File: src/assert_macros.svh
// ----------------------------------------------------------------------------
// assertion macros shared by the envelope rtl
// ----------------------------------------------------------------------------
`ifndef ASSERT_MACROS_SVH
`define ASSERT_MACROS_SVH

// same-cycle implication, clocked on clock, quiet during reset
`define SPENV_ASSERT_IMPL(label, ante, cons, msg) \
   label: assert property (@(posedge clock) disable iff (reset) (ante) |-> (cons)) \
      else $error(msg);

// next-cycle implication, clocked on clock, quiet during reset
`define SPENV_ASSERT_NEXT(label, ante, cons, msg) \
   label: assert property (@(posedge clock) disable iff (reset) (ante) |=> (cons)) \
      else $error(msg);

`endif

File: src/spenv_ram.sv
// ----------------------------------------------------------------------------
// spenv_ram
// generic single-write single-read ram with registered read data
// ----------------------------------------------------------------------------
`timescale 1ns / 1ps

module spenv_ram #(
   parameter int WIDTH = 64,
   parameter int DEPTH = 16
) (
   input  logic                     clock,
   input  logic                     wr_en,
   input  logic [$clog2(DEPTH)-1:0] wr_addr,
   input  logic [WIDTH-1:0]         wr_data,
   input  logic                     rd_en,
   input  logic [$clog2(DEPTH)-1:0] rd_addr,
   output logic [WIDTH-1:0]         rd_data
);

   logic [WIDTH-1:0] mem_ff [DEPTH];
   logic [WIDTH-1:0] rd_data_ff;

   always_ff @(posedge clock) begin
      if (wr_en) begin
         mem_ff[wr_addr] <= wr_data;
      end
      if (rd_en) begin
         rd_data_ff <= mem_ff[rd_addr];
      end
   end

   assign rd_data = rd_data_ff;

endmodule

File: config.mk
export PLATFORM = sky130hd
export DESIGN_NAME = spenv_ram
export DESIGN_NICKNAME = d
export VERILOG_FILES = /design/src/assert_macros.svh /design/src/spenv_ram.sv
export SDC_FILE = /design/constraint.sdc
export NUM_CORES = 1
export LEC_CHECK = 0
export ABC_CLOCK_PERIOD_IN_PS = 6300
export BUFFER_PORTS_ARGS = -buffer_cell sky130_fd_sc_hd__buf_2
export CAP_MARGIN = 5
export CORE_AREA = 2 2 405 407
export DETAILED_ROUTE_END_ITERATION = 16
export DIE_AREA = 0 0 407 409
export HOLD_SLACK_MARGIN = 0.12
export SLEW_MARGIN = 20
export SYNTH_ARGS = -nofsm -noshare
export SYNTH_HDL_FRONTEND = slang
export SYNTH_SLANG_ARGS = --single-unit
File: constraint.sdc
create_clock -name clock -period 6.3 [get_ports clock]
set_clock_uncertainty 0.05 [all_clocks]
set_input_delay 0.945 -clock clock [delete_from_list [all_inputs] [get_ports clock]]
set_output_delay 0.945 -clock clock [all_outputs]
set_load 0.01 [all_outputs]
# Word level (Yosys, flattened, before mapping)
# Memories as Yosys holds them, arrays and structs flattened. A register that Yosys moved wholly into a read port is not among the register bits.
# Index checks and enable logic that the tools add are counted.
# totals
ff_bits	0
ramBits	1024
mem_count	1
# memory_table
memory	words	width	rd	rd_clocked_by_memory_dff	write_ports	line	source
mem_ff	16	64	1	1	1	spenv_ram.sv:20	logic [WIDTH-1:0] mem_ff [DEPTH];
# classes
mux	2
# op_table
operator	n
$mux 1	2

# Logic depth before layout (Yosys ltp)
# depth
word_depth	2
mapped_depth	6
ltp_nobuf	3

# Least setup slack after synthesis
# OpenSTA, ideal clock, no wires.
# synth_path
kind	in2reg
start	input wr_addr[2]
end	memory mem_ff[0][0] (enable)
setup_time_ns	0.565
t_arrival_ns	5.808
setup_slack_ns	-0.124
cell_stages	2
path_buffers	0
path_cell_list	or3b_2 -> nor3_1
# synth_lines
item	line	source
from (decl)	spenv_ram.sv:13	input logic [$clog2(DEPTH)-1:0] wr_addr,
to (decl)	spenv_ram.sv:20	
# No word-level cell before the write port.

# Final worst setup path
# layout_path
start	input wr_addr[2]
end	memory mem_ff[2][50] (enable)
# No word-level cell before the write port.

==> impl_metrics.csv <==
group,metric,value,unit
outcome,status,"completed",
detailed_routing,routed_via_density,4.42,
clock_tree,cts_buffer_depth,3,
min_path,min_path_type,"in -> reg",
final_layout,layout-drive-gt1-share,0.315,
clock_tree,cts-resized-gates,0,
synthesis,synthArstFlopShare,0,
timing,tns,0,ns
synthesis,syn_area_per_cell,24.4,sq um
detailed_routing,drt_iter0_drc,1644,
setup_path,crit_fanout,40,
detailed_routing,wl_per_cell,23.6,microns
timing,fmax,0.327,GHz
global_routing,grt_start_max_net_pins,118,
global_routing,antenna_found_initial,44,
final_layout,fillCellCount,15600,
synthesis,syn_nets,1722,
synthesis,yosys_most_used_dff,"edfxtp_1",
clock_tree,htree_levels,3,
global_routing,track_usage,0.116,
detailed_routing,routed.top_layer,"met5",
detailed_routing,wl,97.2,mm
synthesis,synth.largest_area_cell,"edfxtp_1",
synthesis,synth_area_leaders,"edfxtp_1, mux4_2, a22oi_1, nand2_1, buf_6",
global_routing,first_global_vias,19300,
setup_path,slowest_stage,"nor2_4",
place,pre_cts_ws,2.48,ns
clock_tree,root_buffer,"clkbuf_16",
place,dpl_cell_area,43800,sq um
timing,setup-violations-final,0,
detailed_routing,met3_length,7.65,mm
detailed_routing,ant_nets,0,
synthesis,synth_edf_count,1088,
global_routing,grt.overflow.total,0,
power_and_ir_drop,vdd_drop_max,215,uV
detailed_routing,vias,18200,
power_and_ir_drop,leakagePower,14.6,nW
global_routing,grt_pass1_wl,139,mm
timing,report.final.hold_viol_count,0,
setup_path,critPathArrivalTime,3.31,ns
timing,setup_slack,3.24,ns
timing,period_share,0.486,
timing,fin_crit,3.06,ns
place,port_buffers,138,
clock_tree,post_cts_buffers,0,
clock_tree,path_clk_slew,0.06,ns
final_layout,nNetsFinal,1924,
detailed_routing,drc_errors,0,
floorplanning,start_util,0.248,
detailed_routing,wl_met1,40.1,mm
timing,holdWs,0.557,ns
clock_tree,clkSinkCount,1088,
synthesis,syn_inst,1647,
floorplanning,die-area,166000,sq um
floorplanning,die_w,407,microns
final_layout,final_area,47300,sq um
clock_tree,numCtsBuffers,108,
setup_path,start_kind,"primary input",
setup_path,critPathMaxStageDelay,0.80,ns
floorplanning,num_rows,148,
place,gp_congestion,0.675,
detailed_routing,dr.pass1.iters,5,
setup_path,cp.required,6.55,ns
clock_tree,clk_latency,0.71,ns
synthesis,synth_top_area_share,0.812,
timing,drv_slew,0,
timing,rsz0062_at_grt,"false",
timing,slew_headroom,0.265,
floorplanning,coreArea,162000,sq um
timing,worstMarginPinSlew,1.10,ns
setup_path,critPathCaptureType,"flip-flop",
synthesis,synth_most_common_cell,"edfxtp_1",
synthesis,synth_warnings,0,
power_and_ir_drop,power.density,321,nW/um^2
detailed_routing,dr_wl_met2,47.8,mm
synthesis,seq_area_frac_synth,0.812,
synthesis,ys_ff_latch,1088,
clock_tree,tritoncts,"yes",
place,place_hpwl,52.5,mm
synthesis,ys_top_cells_by_count,"edfxtp_1, mux4_2, a22oi_1",
floorplanning,io_pins,139,
floorplanning,die_h,409,microns
setup_path,crit_chain,"buf_2 -> or3b_2 -> nor2_4 -> buf_4",
final_layout,area_growth,17.6,%
setup_path,worstSetupPathType,"in -> reg",
job,maxCapViolCount,0,
synthesis,syn-cell-area,40200,sq um
synthesis,synth_cell_type_count,17,
clock_tree,cts_hold_buf,0,
flip-flops by register name, summed over array words and instances (netlist names):
signal / count
mem_ff: 1024
rd_data: 64
layout by cell type (no fill, tap or decap), types with 4 or more instances in the layout:
cell	instances
nor2_4	13
clkinv_16	4
clkinvlp_4	5
clkinv_1	25
buf_2	135
buf_12	10
a22oi_1	128
clkbuf_1	16
buf_4	23
clkbuf_16	108
clkinv_2	24
mux4_2	256
buf_6	4
diode_2	5
nand2_1	65
bufinv_16	9
edfxtp_1	1088
cells by family (layout without fill, tap and decap cells):
family          after synthesis  in the layout  synth area share
simple gates                 91             91           0.00927
other cells                   0              5                 0
buf+inv                      84            373            0.0112
compound gates              128            128            0.0239
flops                      1088           1088             0.812
mux                         256            256             0.143
where the power goes:
part | switching, mW | total, mW | internal (mW)
clock network | 2.73 | 6.27 | 3.54
logic | 0.431 | 0.707 | 0.277
registers | 0.0666 | 8.22 | 8.16
worst max-delay path, delay by kind of cell:
kind / cells / cell delay, ns
simple gates: 2 / 1.41
buf+inv: 2 / 0.81
stage by stage:
| stage | power [mW] | cells | utilization |
|---|---|---|---|
| after global routing | 15.7 | 4112 | 0.292 |
| after floorplan | 8.75 | 1647 | - |
| after global placement | 9.07 | 3911 | 0.270 |
| final | 15.2 | 4116 | 0.292 |
| after detailed placement | 9.10 | 3912 | 0.270 |
| after CTS | 15.4 | 4109 | 0.292 |
path summary, 6_finish.rpt:
kind	startpoint	endpoint	slack, ns	cells after the start
max	wr_addr[2]	mem_ff[2][50]	3.24	4
min	wr_data[27]	mem_ff[10][27]	0.56	1
max reg2reg	mem_ff[3][41]	rd_data[41]	4.63	3
min reg2reg	mem_ff[6][56]	rd_data[56]	0.67	3
cell type report:
type	count	area [sq um]	share of cell area
repair buffers	176	1180	0.0249
diodes	5	12.5	0.000264
clock buffers	124	2760	0.0584
flip-flops and latches	1088	32700	0.691
well taps	2175	2720	0.0575
multi-input cells	475	7240	0.153
clock inverters	73	726	0.0153
metal layers:
metal | up-vias | global-route usage
li1 | 7525 | -
met1 | 9819 | 0.152
met2 | 685 | 0.192
met3 | 142 | 0.0303
met4 | 32 | 0.0271
met5 | - | 0
Power figures use the tool's default switching activity.
