[src/assert_macros.svh]
// ----------------------------------------------------------------------------
// assertion macros shared by the envelope rtl
// ----------------------------------------------------------------------------
`ifndef ASSERT_MACROS_SVH
`define ASSERT_MACROS_SVH

// same-cycle implication, clocked on clock, quiet during reset
`define SPENV_ASSERT_IMPL(label, ante, cons, msg) \
   label: assert property (@(posedge clock) disable iff (reset) (ante) |-> (cons)) \
      else $error(msg);

// next-cycle implication, clocked on clock, quiet during reset
`define SPENV_ASSERT_NEXT(label, ante, cons, msg) \
   label: assert property (@(posedge clock) disable iff (reset) (ante) |=> (cons)) \
      else $error(msg);

`endif

[src/spenv_div.sv]
// ----------------------------------------------------------------------------
// spenv_div
// serial q16 fraction divider: quot = floor(num * 2^16 / den), num < den
// ----------------------------------------------------------------------------
`timescale 1ns / 1ps

module spenv_div (
   input  logic        clock,
   input  logic        reset,
   input  logic        start,
   input  logic [31:0] num,
   input  logic [31:0] den,
   output logic        done,
   output logic [15:0] quot
);

   logic        busy_ff, busy_in;
   logic        done_ff, done_in;
   logic [4:0]  cnt_ff, cnt_in;
   logic [32:0] rem_ff, rem_in;
   logic [31:0] den_ff, den_in;
   logic [15:0] quot_ff, quot_in;
   logic [33:0] shifted;

   // one quotient bit a cycle
   always_comb begin
      busy_in = busy_ff;
      done_in = 1'b0;
      cnt_in  = cnt_ff;
      rem_in  = rem_ff;
      den_in  = den_ff;
      quot_in = quot_ff;
      shifted = {rem_ff, 1'b0};
      if (start) begin
         busy_in = 1'b1;
         cnt_in  = 5'd16;
         rem_in  = {1'b0, num};
         den_in  = den;
         quot_in = '0;
      end else if (busy_ff) begin
         if (shifted >= {2'b0, den_ff}) begin
            rem_in  = 33'(shifted - {2'b0, den_ff});
            quot_in = {quot_ff[14:0], 1'b1};
         end else begin
            rem_in  = shifted[32:0];
            quot_in = {quot_ff[14:0], 1'b0};
         end
         cnt_in = cnt_ff - 5'd1;
         if (cnt_ff == 5'd1) begin
            busy_in = 1'b0;
            done_in = 1'b1;
         end
      end
   end

   always_ff @(posedge clock) begin
      if (reset) begin
         busy_ff <= 1'b0;
         done_ff <= 1'b0;
         cnt_ff  <= '0;
      end else begin
         busy_ff <= busy_in;
         done_ff <= done_in;
         cnt_ff  <= cnt_in;
      end
      rem_ff  <= rem_in;
      den_ff  <= den_in;
      quot_ff <= quot_in;
   end

   assign done = done_ff;
   assign quot = quot_ff;

`include "assert_macros.svh"

   `SPENV_ASSERT_IMPL(a_div_no_restart, start, !busy_ff, "divider restarted while busy")
   `SPENV_ASSERT_IMPL(a_div_done_from_busy, done_ff, $past(busy_ff), "divider done without run")

endmodule

[config.mk]
export PLATFORM = sky130hd
export DESIGN_NAME = spenv_div
export DESIGN_NICKNAME = d
export VERILOG_FILES = /design/src/spenv_div.sv
export VERILOG_INCLUDE_DIRS = /design/src /design/src/src
export SDC_FILE = /design/constraint.sdc
export NUM_CORES = 1
export LEC_CHECK = 0
export BUFFER_PORTS_ARGS = -buffer_cell sky130_fd_sc_hd__clkbuf_2
export CAP_MARGIN = 20
export CORE_ASPECT_RATIO = 0.8
export CORE_MARGIN = 2
export CORE_UTILIZATION = 52
export CTS_CLUSTER_SIZE = 14
export DETAILED_ROUTE_END_ITERATION = 10
export PLACE_DENSITY = 0.86
export REMOVE_ABC_BUFFERS = 1
export SETUP_SLACK_MARGIN = 0.2
export SYNTH_ARGS = -nofsm -noshare
export SYNTH_HDL_FRONTEND = slang
export SYNTH_SLANG_ARGS = --single-unit
[constraint.sdc]
create_clock -name clock -period 3.4 [get_ports clock]
set_input_delay 0.34 -clock clock [delete_from_list [all_inputs] [get_ports clock]]
set_output_delay 0.34 -clock clock [all_outputs]
set_load 0.02 [all_outputs]
### Word level (Yosys, flattened, before mapping)

Index checks and enable logic that the tools add are counted.

| cells by class | value |
|---|---|
| eq/ne operators | 1 |
| shift operators | 0 |
| reductions and logical operators | 3 |
| multiply operators | 0 |
| multiplexer cells | 10 |
| bitwise logic cells | 1 |
| $add $sub $neg | 2 |
| order comparisons | 1 |
| div/mod/pow operators | 0 |

Operator list:

| kind | count |
|---|---|
| 32-bit 2-to-1 mux | 2 |
| 34-bit by 32-bit greater-or-equal comparator with 1-bit output | 1 |
| 33-bit 2-to-1 mux | 1 |
| 33-bit by 32-bit subtractor with 33-bit output | 1 |
| 5-bit 2-to-1 mux | 2 |
| 5-bit by 1-bit equality test with 1-bit output, second input constant | 1 |
| 1-bit 2-to-1 mux | 5 |
| 5-bit by 1-bit subtractor with 5-bit output, second input constant | 1 |
| 3-bit OR reduction | 1 |
| 2-bit nonzero test | 1 |
| 2-bit OR reduction | 1 |
| 1-bit inverter | 1 |

| word-level totals | value |
|---|---|
| bits in read-only memories | 0 |
| input bits | 67 |
| memory bits (writable) | 0 |
| register bits after elaboration | 88 |
| memories | 0 |
| latch bits | 0 |
| output and inout bits | 17 |

### Depth between registers and ports, before layout

Gate-level depths: netlist of run 1.

| depth | value |
|---|---|
| depth after elaboration | 4 |
| mapped depth | 15 |
| depth with buffers taken out | 12 |

### Worst setup path after synthesis of run 1

No wires, ideal clock.

| timing | value |
|---|---|
| path type | reg2reg |
| start point | register rem_ff[26] |
| end point | register rem_ff[11], data pin |
| cell stages (with the launch flop) | 14 |
| period minus slack after synthesis | 3.201 ns |
| data arrival time | 2.941 ns |
| path buffers | 3 |
| setup slack | 0.199 ns |
| setup time | 0.260 ns |
| required time | 3.140 ns |
| path through | edfxtp_1 ha_1 a21oi_2 o21bai_1 a21oi_2 a21oi_1 a211o_1 or3_1 buf_6 or2_1 buf_6 buf_12 mux2_4 mux2_2 |

| on the way | value |
|---|---|
| word-level cells in the longest chain between the ends | 4 |

Ends and longest elaborated chain:

| what | RTL line | RTL |
|---|---|---|
| from (decl) | spenv_div.sv:20 | `logic [32:0] rem_ff, rem_in;` |
| from (signal assigned) | spenv_div.sv:66 | `rem_ff <= rem_in;` |
| 34-bit by 32-bit greater-or-equal comparator with 1-bit output | spenv_div.sv:41 | `if (shifted >= {2'b0, den_ff}) begin` |
| 33-bit 2-to-1 mux | spenv_div.sv:41 |  |
| 32-bit 2-to-1 mux | spenv_div.sv:40 | `end else if (busy_ff) begin` |
| 32-bit 2-to-1 mux | spenv_div.sv:34 | `if (start) begin` |
| net rem_in[11] | spenv_div.sv:20 |  |

The timed path passes the listed nets, and every way through them passes these cells. The select of a mux whose other input is x is not followed.
A chain may end at the register's enable or synchronous reset.

### Worst setup path after layout of run 1

| timing | value |
|---|---|
| start point | register rem_ff[11] |
| end point | register rem_ff[27], data pin |

| on the way | value |
|---|---|
| word-level cells in the longest chain between the ends | 4 |
| elaborated cells on any way between the ends | 5 |

Ends and longest elaborated chain:

| what | RTL line |
|---|---|
| 33-bit by 32-bit subtractor with 33-bit output / 34-bit by 32-bit greater-or-equal comparator with 1-bit output (equally long branches) | spenv_div.sv:42, spenv_div.sv:41 |
| 33-bit 2-to-1 mux * | spenv_div.sv:41 |
| 32-bit 2-to-1 mux * | spenv_div.sv:40 |
| 32-bit 2-to-1 mux * | spenv_div.sv:34 |
| net rem_in[27] | spenv_div.sv:20 |

The timed path passes the listed nets; every way through them passes the cells marked *. The select of a mux whose other input is x is not followed.

==> results of run 1 <==
per-stage QoR:
stage                     worst slack (ns)  std cells  total power [mW]   util  cell area (µm²)
after floorplan                     -0.307        499              3.15      -             5330
after global placement               0.205        731              3.54  0.586             6000
after detailed placement             0.171        731              3.64  0.586             6000
after CTS                            0.226        748              4.78  0.623             6380
after global routing                 0.149        749              5.17  0.634             6490
final                                0.298        749              4.89  0.634             6490
flip-flops by register name, summed over array words and instances (netlist names):
name / count
cnt_ff: 5
rem_ff: 33
done: 1
den_ff: 32
busy_ff: 1
quot: 16
what timing repair did:
action,CTS,global route
pin swaps,1,2
gates resized for setup,5,22
endpoints found under the setup margin,7,22
buffers inserted,1,1
logic make-up after synthesis:
group                    count (synthesis)  synth area share
flip-flops                              88             0.441
XOR/XNOR                                28            0.0450
AO/OA/AOI/OAI                          120             0.142
adder cells (fa/ha/maj)                 35            0.0817
buffers and inverters                   71            0.0567
multiplexers                            55             0.119
AND/OR/NAND/NOR                        124             0.115
worst max-delay path by stage:
stage,endpoint,slack [ns],depth (start not counted)
finish,rem_ff[27],0.30,9
CTS,rem_ff[24],0.23,11
detailed placement,rem_ff[28],0.17,9
global route,rem_ff[30],0.15,11
floorplan,rem_ff[3],-0.31,11
global placement,rem_ff[25],0.20,11
where the power goes:
group,total [mW],switching [mW],internal [mW]
registers,1.50,0.111,1.39
clock network,1.07,0.445,0.630
logic,2.31,1.17,1.14
routing by layer:
metal  GRT usage  vias to the layer above  wire (µm)
met4      0.0645                        0        163
li1            -                     2059          -
met3      0.0586                       15        770
met2       0.353                      145       5520
met5           0                        -          0
met1       0.285                     2040       5470
critical path, stage by stage, from the launching register on:
cell and delay, ns:
edfxtp_1 0.41, ha_2 0.35, a21o_1 0.22, nor4_1 0.47, a211oi_1 0.22, o211ai_1 0.25
nand2_1 0.13, a41oi_1 0.28, mux2_2 0.39, a32oi_1 0.21
placed cells by master (no fill, tap or decap), drive strengths merged, types with 5 or more instances in the layout:
cell	instances
a211oi	5
xnor2	19
xor2	9
nand2	21
edfxtp	64
nand3	8
a21o	15
nor2	36
inv	54
nor2b	10
clkbuf	92
mux2i	15
buf	12
dfxtp	24
a21oi	50
nor3	15
o21bai	7
nand4	5
ha	34
mux2	40
o21ai	15
area by class of cell:
| class | count | area (µm²) | area share |
|---|---|---|---|
| Inverter | 49 | 184 | 0.0283 |
| Clock buffer | 10 | 250 | 0.0386 |
| Tap cell | 140 | 175 | 0.0270 |
| Clock inverter | 6 | 76.3 | 0.0118 |
| Timing Repair Buffer | 94 | 517 | 0.0796 |
| Multi-Input combinational cell | 362 | 2890 | 0.445 |
| Sequential cell | 88 | 2400 | 0.370 |
==> reports/results.txt, run 1 <==
initial antenna violation count: 0
Placer Congestion: 0.864
Rel. slew slack: 0.439
worst r2r src: rem_ff[11]
n_diodes: 0
peak supply drop: 355 µV
Critical Path RT: 3.58 ns
CTS tree: done
area delta synth->final: 19.0%
Syn Inst Count: 521
WL per Instance: 15.9 µm
Max Clock Freq: 322 MHz
Congestion Overflow GR: 0
Avg Cell Area, Syn: 10.5 µm²
clock slew at reported path FFs: 0.07 ns
Initial Util: 0.533
r2r setup slk: 0.30 ns
Final Cycle Share: 0.912
Hold Path Cell Cnt: 1
Hold Crit Endpoint: den_ff[9]
std cell rows: 33
ANT nets after route: 0
Worst Setup End Kind: flip-flop
cell taking the most area after synthesis: edfxtp_1
Max Slew Vio Count: 0
Num CTS Buffers: 9
hold wc startpoint: den[9]
status: complete, no violations
Static Leak: 2.81 nW
vias in the first global route: 4,009
drc violations: 0
vias: 4,259
Root Buffer: clkbuf_16
H-tree Lvls: 3
P per Cell Area: 754 mW/mm²
most instantiated library cell after synthesis: edfxtp_1
crit path DAT: 3.28 ns
Async SR Flop Fraction: 0
CTS Buffer Depth: 2
slew at the pin closest to its max-slew limit: 0.842 ns
drt first pass iters: 5
Die Y-Extent: 95.6 µm
first-pass GRT wire length: 19,300 µm
pin count of the biggest net entering global routing: 56
EDFF count, synth: 64
area of the die: 0.0113 mm²
Routed WL: 11,900 µm
# fillers: 840
final hold violation count: 0
port bufs: 83
Ys Warns: 0
First DRT Iteration DRCs: 275
reg2reg end: rem_ff[27]
CP Max Fanout: 6
hpwl dp: 8400 µm
hold_buf cts: 0
Seq/Total Area, Yosys: 0.441
io pins: 84
CP Launch Type: flip-flop
worst hold path type: input pin to flip-flop
Top FF cell, synth: edfxtp_1
layout cell share with drive strength beyond 1: 0.296
die width: 118 µm
MaxCap Viol Count: 0
final setup skew: 0.00761 ns
Worst Setup SP: rem_ff[11]
Synth area leaders: edfxtp_1 35%, dfxtp_1 8.8%, ha_1 7.8%
final setup vio count: 0
Vias/cell: 5.69
Synth Register Bits: 88
RSZ-0062 raised after global routing: yes
top-area cell type share of the netlist area: 0.352
Final TNS setup: 0 ns
synth cell count leaders: 64 x edfxtp_1, 49 x inv_1, 47 x a21oi_1
Final nets: 706
unique cell type count in the Yosys netlist: 57
Sinks on Clock Net: 88
worst hold slack: 0.163 ns
synthesized area: 0.00545 mm²
r2r worst-path depth: 9
Total GRT Usage: 0.216
Worst-Skew Late Latency: 0.35 ns
CORE AREA: 0.0102 mm²
critical setup path kind: flip-flop to flip-flop
min Tclk post-route: 3.10 ns
(Power assumes the default switching activity.)
==> run 2: changes to the inputs <==
- ABC_AREA: not set -> 1
- CORE_UTILIZATION: 52 -> 53
- TNS_END_PERCENT: not set -> 10
==> run 2 against run 1 <==
Compared with the run above: sequential power down 7%; highest routed layer unchanged; synthesized cell count rose by 84%; worst setup slack better by 0.16 ns; clock power fell by 7%; largest power group unchanged; hold slack worse by 0.013 ns.
==> reports/results.txt, run 2 <==
first-pass GRT wire length: 27,300 µm (+41%)
Final Cycle Share: 0.866 (-0.0465)
Ys Warns: 0 (unchanged)
fin util: 0.608 (-0.0257)
initial antenna violation count: 0 (unchanged)
Num CTS Buffers: 9 (unchanged)
MaxCap Viol Count: 0 (unchanged)
worst r2r src: rem_ff[6]
P per Cell Area: 591 mW/mm² (-22%)
Die Y-Extent: 103 µm (+7.6%)
most frequent cells in the layout: 355 x nand2_1, 208 x inv_1, 83 x clkbuf_2
Root Buffer: clkbuf_16
CORE AREA: 0.0121 mm² (+18%)
crit-path max cell delay: 0.50 ns (+0.03 ns)
Worst Setup End Kind: flip-flop
CP Max Fanout: 34 (+28)
CP dominant cell by count: nand2_1
Placer Congestion: 1.00 (+16%)
min Tclk post-route: 2.94 ns (-0.158 ns)
area of the die: 0.0131 mm² (+16%)
worst hold path type: input pin to flip-flop
most instantiated library cell after synthesis: nand2_1
final setup vio count: 0 (unchanged)
EDFF count, synth: 64 (unchanged)
Avg Cell Area, Syn: 6.76 µm² (-35%)
H-tree Lvls: 3 (unchanged)
# resized after CTS: 0 (-5)
synthesized area: 0.00648 mm² (+19%)
synth cell count leaders: 355 x nand2_1, 208 x inv_1, 64 x edfxtp_1
peak supply drop: 377 µV (+6.4%)
Static Leak: 4.06 nW (+45%)
Hold Path Cell Cnt: 1 (unchanged)
Critical Path Sink: rem_ff[0]
Max Slew Vio Count: 0 (unchanged)
cell taking the most area after synthesis: edfxtp_1
drc violations: 0 (unchanged)
crit path DAT: 3.05 ns (-0.23 ns)
reg2reg end: rem_ff[0]
CTS Buffer Depth: 2 (unchanged)
status: complete, no violations
drt first pass iters: 5 (unchanged)
Synth area leaders: edfxtp_1 30%, nand2_1 21%, inv_1 12%
First DRT Iteration DRCs: 522 (+90%)
final setup skew: 0.00947 ns (+0.00187 ns)
die width: 128 µm (+7.7%)
Syn Inst Count: 958 (+84%)
Routed WL: 16,800 µm (+41%)
area delta synth->final: 13.3%
Biggest register: rem_ff
hold_buf cts: 0 (unchanged)
Initial Util: 0.537 (+0.00419)
Critical Path RT: 3.51 ns (-0.07 ns)
Vias/cell: 5.11 (-10%)
WL per Instance: 14.1 µm (-12%)
top-area cell type share of the netlist area: 0.297 (-0.0558)
final hold violation count: 0 (unchanged)
Rel. slew slack: 0.432 (-0.00698)
Synth Register Bits: 88 (unchanged)
clock slew at reported path FFs: 0.07 ns (about the same)
ANT nets after route: 0 (unchanged)
io pins: 84 (unchanged)
Sinks on Clock Net: 88 (unchanged)
layout cell share with drive strength beyond 1: 0.120 (-0.176)
Total GRT Usage: 0.271 (+0.0544)
CP Launch Type: flip-flop
port bufs: 83 (unchanged)
Final nets: 1,140 (+61%)
hpwl dp: 13,100 µm (+55%)
Top FF cell, synth: edfxtp_1
max reg flops: 33 (unchanged)
pin count of the biggest net entering global routing: 35 (-38%)
crit path cell chain: ha_1, nand2_1, nand2_1, nand2_1, nand2_1, inv_2, nand3_2, nand2_1, nand2_1, nand2_2, nand3_4, nand3_1, nand2_1
Seq/Total Area, Yosys: 0.371 (-0.0698)
CTS tree: done
vias: 6,105 (+43%)
r2r worst-path depth: 13 (+4)
std cell rows: 36 (+9.1%)
Congestion Overflow GR: 0 (unchanged)
Max Clock Freq: 340 MHz (+5.4%)
Worst-Skew Late Latency: 0.36 ns (about the same)
n_diodes: 0 (unchanged)
vias in the first global route: 5,611 (+40%)
commonest non-fill, non-tap cell in the layout: nand2_1
Async SR Flop Fraction: 0 (unchanged)
# fillers: 1,144 (+36%)
CP max-delay cell: nand3_4
RSZ-0062 raised after global routing: no
Post-CTS Repair Setup Buffers: 0 (-1)
slew at the pin closest to its max-slew limit: 0.851 ns (+0.00953 ns)
critical setup path kind: flip-flop to flip-flop
unique cell type count in the Yosys netlist: 39 (-32%)
r2r setup slk: 0.46 ns (+0.16 ns)
Final TNS setup: 0 ns (unchanged)
Worst Setup SP: rem_ff[6]
run 2: per-stage QoR:
step	instances	setup WS [ns]	cell area, µm²	hold WS, ns	total power [mW]
6_report	1195	0.456	7340	0.151	4.34
5_1_grt	1195	0.220	7340	0.134	4.66
4_1_cts	1195	0.514	7340	0.145	4.31
3_5_place_dp	1179	0.518	7040	0.478	3.30
3_3_place_gp	1179	0.642	7040	0.441	3.27
2_1_floorplan	935	0.742	6360	0.409	2.79
run 2: layer usage:
metal	track usage	part of all wire
met1	0.382	0.49
met2	0.416	0.41
met5	0	0
met3	0.0659	0.080
met4	0.0803	0.017
run 2: final cells by class:
| type | count | area (µm²) | area share |
|---|---|---|---|
| Multi-Input combinational cell | 636 | 3160 | 0.431 |
| Inverter | 211 | 792 | 0.108 |
| Timing Repair Buffer | 92 | 495 | 0.0675 |
| Clock inverter | 7 | 71.3 | 0.00972 |
| Tap cell | 152 | 190 | 0.0259 |
| Clock buffer | 9 | 225 | 0.0307 |
| Sequential cell | 88 | 2400 | 0.327 |
run 2: worst min path at each step:
stage          startpoint          to  slack [ns]
6_report          den[30]  den_ff[30]        0.15
4_1_cts           den[18]  den_ff[18]        0.15
3_5_place_dp      quot[7]     quot[7]        0.48
3_3_place_gp     quot[15]    quot[15]        0.44
5_1_grt           den[18]  den_ff[18]        0.13
2_1_floorplan       reset   cnt_ff[4]        0.41
run 2: worst max-delay path: cells and delay by family, from the launching register on:
| kind | cells | cell delay [ns] |
|---|---|---|
| simple gates | 11 | 1.83 |
| flops | 1 | 0.42 |
| fa+ha+maj | 1 | 0.38 |
| buf+inv | 1 | 0.05 |
run 2: cells by family (layout without fill, tap and decap cells):
group / count (synthesis) / after routing / share of synthesized area
xor gates and xnor gates: 16 / 16 / 0.0216
adders and majority gates: 35 / 35 / 0.0688
and+or+nand+nor: 537 / 537 / 0.356
buffers and inverters: 234 / 319 / 0.141
DFF: 88 / 88 / 0.371
AOI/OAI and AO/OA: 48 / 48 / 0.0419
run 2: power breakdown:
part / switching, mW / internal (mW)
clock network: 0.482 / 0.519
registers: 0.0753 / 1.32
logic: 1.27 / 0.668
==> run 3: changes to the inputs <==
- PLACE_DENSITY: 0.86 -> not set
- PLACE_DENSITY_LB_ADDON: not set -> 0.15
==> run 3 against run 2 <==
Compared with the run above: clock-buffer cell count rose by 1; critical endpoint is now rem_ff[23]; combinational power barely moved; flip-flop and latch count did not move.
==> reports/results.txt, run 3 (synthesized netlist as in run 2, its figures left out) <==
Worst-Skew Late Latency: 0.35 ns (about the same)
Worst Setup End Kind: flip-flop
pin count of the biggest net entering global routing: 35 (unchanged)
crit path DAT: 2.98 ns (-0.07 ns)
Static Leak: 4.07 nW (+0.27%)
dpl cells: 1,180 (+0.085%)
Critical Path Sink: rem_ff[23]
crit path cell chain: ha_1, nand2_1, nor2_1, nand2_1, inv_1, nand2_1, nand2_1, nand2_2, nand3_4, nand2_1, nand3_1, nand2_1
Root Buffer: clkbuf_16
Layout Cells excl Fill: 1,196 (+0.084%)
n_diodes: 0 (unchanged)
# resized after CTS: 0 (unchanged)
r2r worst-path depth: 12 (-1)
Final TNS setup: 0 ns (unchanged)
final setup skew: 0.00643 ns (-0.00305 ns)
Num CTS Buffers: 9 (unchanged)
final hold violation count: 0 (unchanged)
initial antenna violation count: 0 (unchanged)
CP max-delay cell: nand3_4
hold_buf cts: 0 (unchanged)
Max Slew Vio Count: 0 (unchanged)
Congestion Overflow GR: 0 (unchanged)
final setup vio count: 0 (unchanged)
reg2reg end: rem_ff[23]
min Tclk post-route: 2.87 ns (-0.0716 ns)
CTS Buffer Depth: 2 (unchanged)
Hold Path Cell Cnt: 1 (unchanged)
Placer Congestion: 0.946 (-5.6%)
dpl cell area: 0.00704 mm² (about the same)
std cell rows: 36 (unchanged)
critical setup path kind: flip-flop to flip-flop
Sinks on Clock Net: 88 (unchanged)
area of the die: 0.0131 mm² (unchanged)
most frequent cells in the layout: 355 x nand2_1, 208 x inv_1, 83 x clkbuf_2
clock slew at reported path FFs: 0.07 ns (about the same)
worst hold path type: input pin to flip-flop
P per Cell Area: 599 mW/mm² (+1.4%)
port bufs: 83 (unchanged)
vias in the first global route: 5,524 (-1.6%)
MaxCap Viol Count: 0 (unchanged)
die width: 128 µm (unchanged)
commonest non-fill, non-tap cell in the layout: nand2_1
layout cell share with drive strength beyond 1: 0.121 (+0.000843)
max reg flops: 33 (unchanged)
Post-CTS Repair Setup Buffers: 0 (unchanged)
CP Max Fanout: 34 (unchanged)
ANT nets after route: 0 (unchanged)
drt first pass iters: 5 (unchanged)
final instance area: 0.00736 mm² (+0.26%)
hold wc startpoint: den[10]
CP dominant cell by count: nand2_1
CORE AREA: 0.0121 mm² (unchanged)
worst hold slack: 0.155 ns (+0.00454 ns)
Routed WL: 17,300 µm (+2.5%)
crit-path max cell delay: 0.46 ns (-0.04 ns)
peak supply drop: 446 µV (+18%)
worst r2r src: rem_ff[16]
total power: 4.41 mW (+1.7%)
CTS tree: done
Final Cycle Share: 0.845 (-0.0211)
Die Y-Extent: 103 µm (unchanged)
slew at the pin closest to its max-slew limit: 0.603 ns (-0.249 ns)
H-tree Lvls: 3 (unchanged)
Critical Path RT: 3.51 ns (about the same)
Worst Setup SP: rem_ff[16]
area delta synth->final: 13.6%
First DRT Iteration DRCs: 453 (-13%)
Vias/cell: 5.04 (-1.3%)
Max Clock Freq: 348 MHz (+2.5%)
Rel. slew slack: 0.595 (+0.163)
hpwl dp: 13,300 µm (+2.1%)
CP Launch Type: flip-flop
first-pass GRT wire length: 27,800 µm (+1.8%)
WL per Instance: 14.4 µm (+2.4%)
r2r setup slk: 0.53 ns (+0.07 ns)
drc violations: 0 (unchanged)
Total GRT Usage: 0.275 (+0.00468)
vias: 6,033 (-1.2%)
Initial Util: 0.537 (unchanged)
Biggest register: rem_ff
Final nets: 1,141 (+0.088%)
io pins: 84 (unchanged)
RSZ-0062 raised after global routing: no
status: complete, no violations
[run 3: where the power goes]
| part | total [mW] | switching [mW] | internal, mW |
|---|---|---|---|
| combinational | 1.94 | 1.28 | 0.666 |
| clock | 1.07 | 0.448 | 0.622 |
| sequential | 1.39 | 0.0707 | 1.32 |
| total | 4.41 | 1.80 | 2.61 |
[run 3: worst min-delay path by stage]
stage	to	slack, ns
2_1_floorplan	cnt_ff[4]	0.41
3_3_place_gp	quot[15]	0.44
5_1_grt	den_ff[19]	0.15
6_report	den_ff[10]	0.16
4_1_cts	den_ff[18]	0.14
3_5_place_dp	quot[15]	0.46
[run 3: metal layers]
metal	up-vias	global-route usage	wire (µm)
met1	2665	0.407	8740
met3	16	0.0560	1340
met5	-	0	0
li1	3139	-	-
met4	0	0.0727	218
met2	213	0.412	6960
[run 3: area by class of cell]
type                            count  area (µm²)
Clock buffer                       10         250
Clock inverter                      6        70.1
Fill cell                        1190        4710
Inverter                          211         792
Multi-Input combinational cell    636        3160
Sequential cell                    88        2400
Tap cell                          152         190
Timing Repair Buffer               93         490
[run 3: through the flow]
stage,setup slack (ns),utilization
floorplan,0.742,-
global placement,0.644,0.583
detailed placement,0.573,0.583
CTS,0.556,0.610
global route,0.228,0.610
finish,0.527,0.610
[run 3: critical path, delay by kind of cell (launching register included)]
family | cells | cell delay, ns
flip-flops | 1 | 0.40
adder cells (fa/ha/maj) | 1 | 0.39
AND/OR/NAND/NOR | 10 | 1.76
buffers and inverters | 1 | 0.08
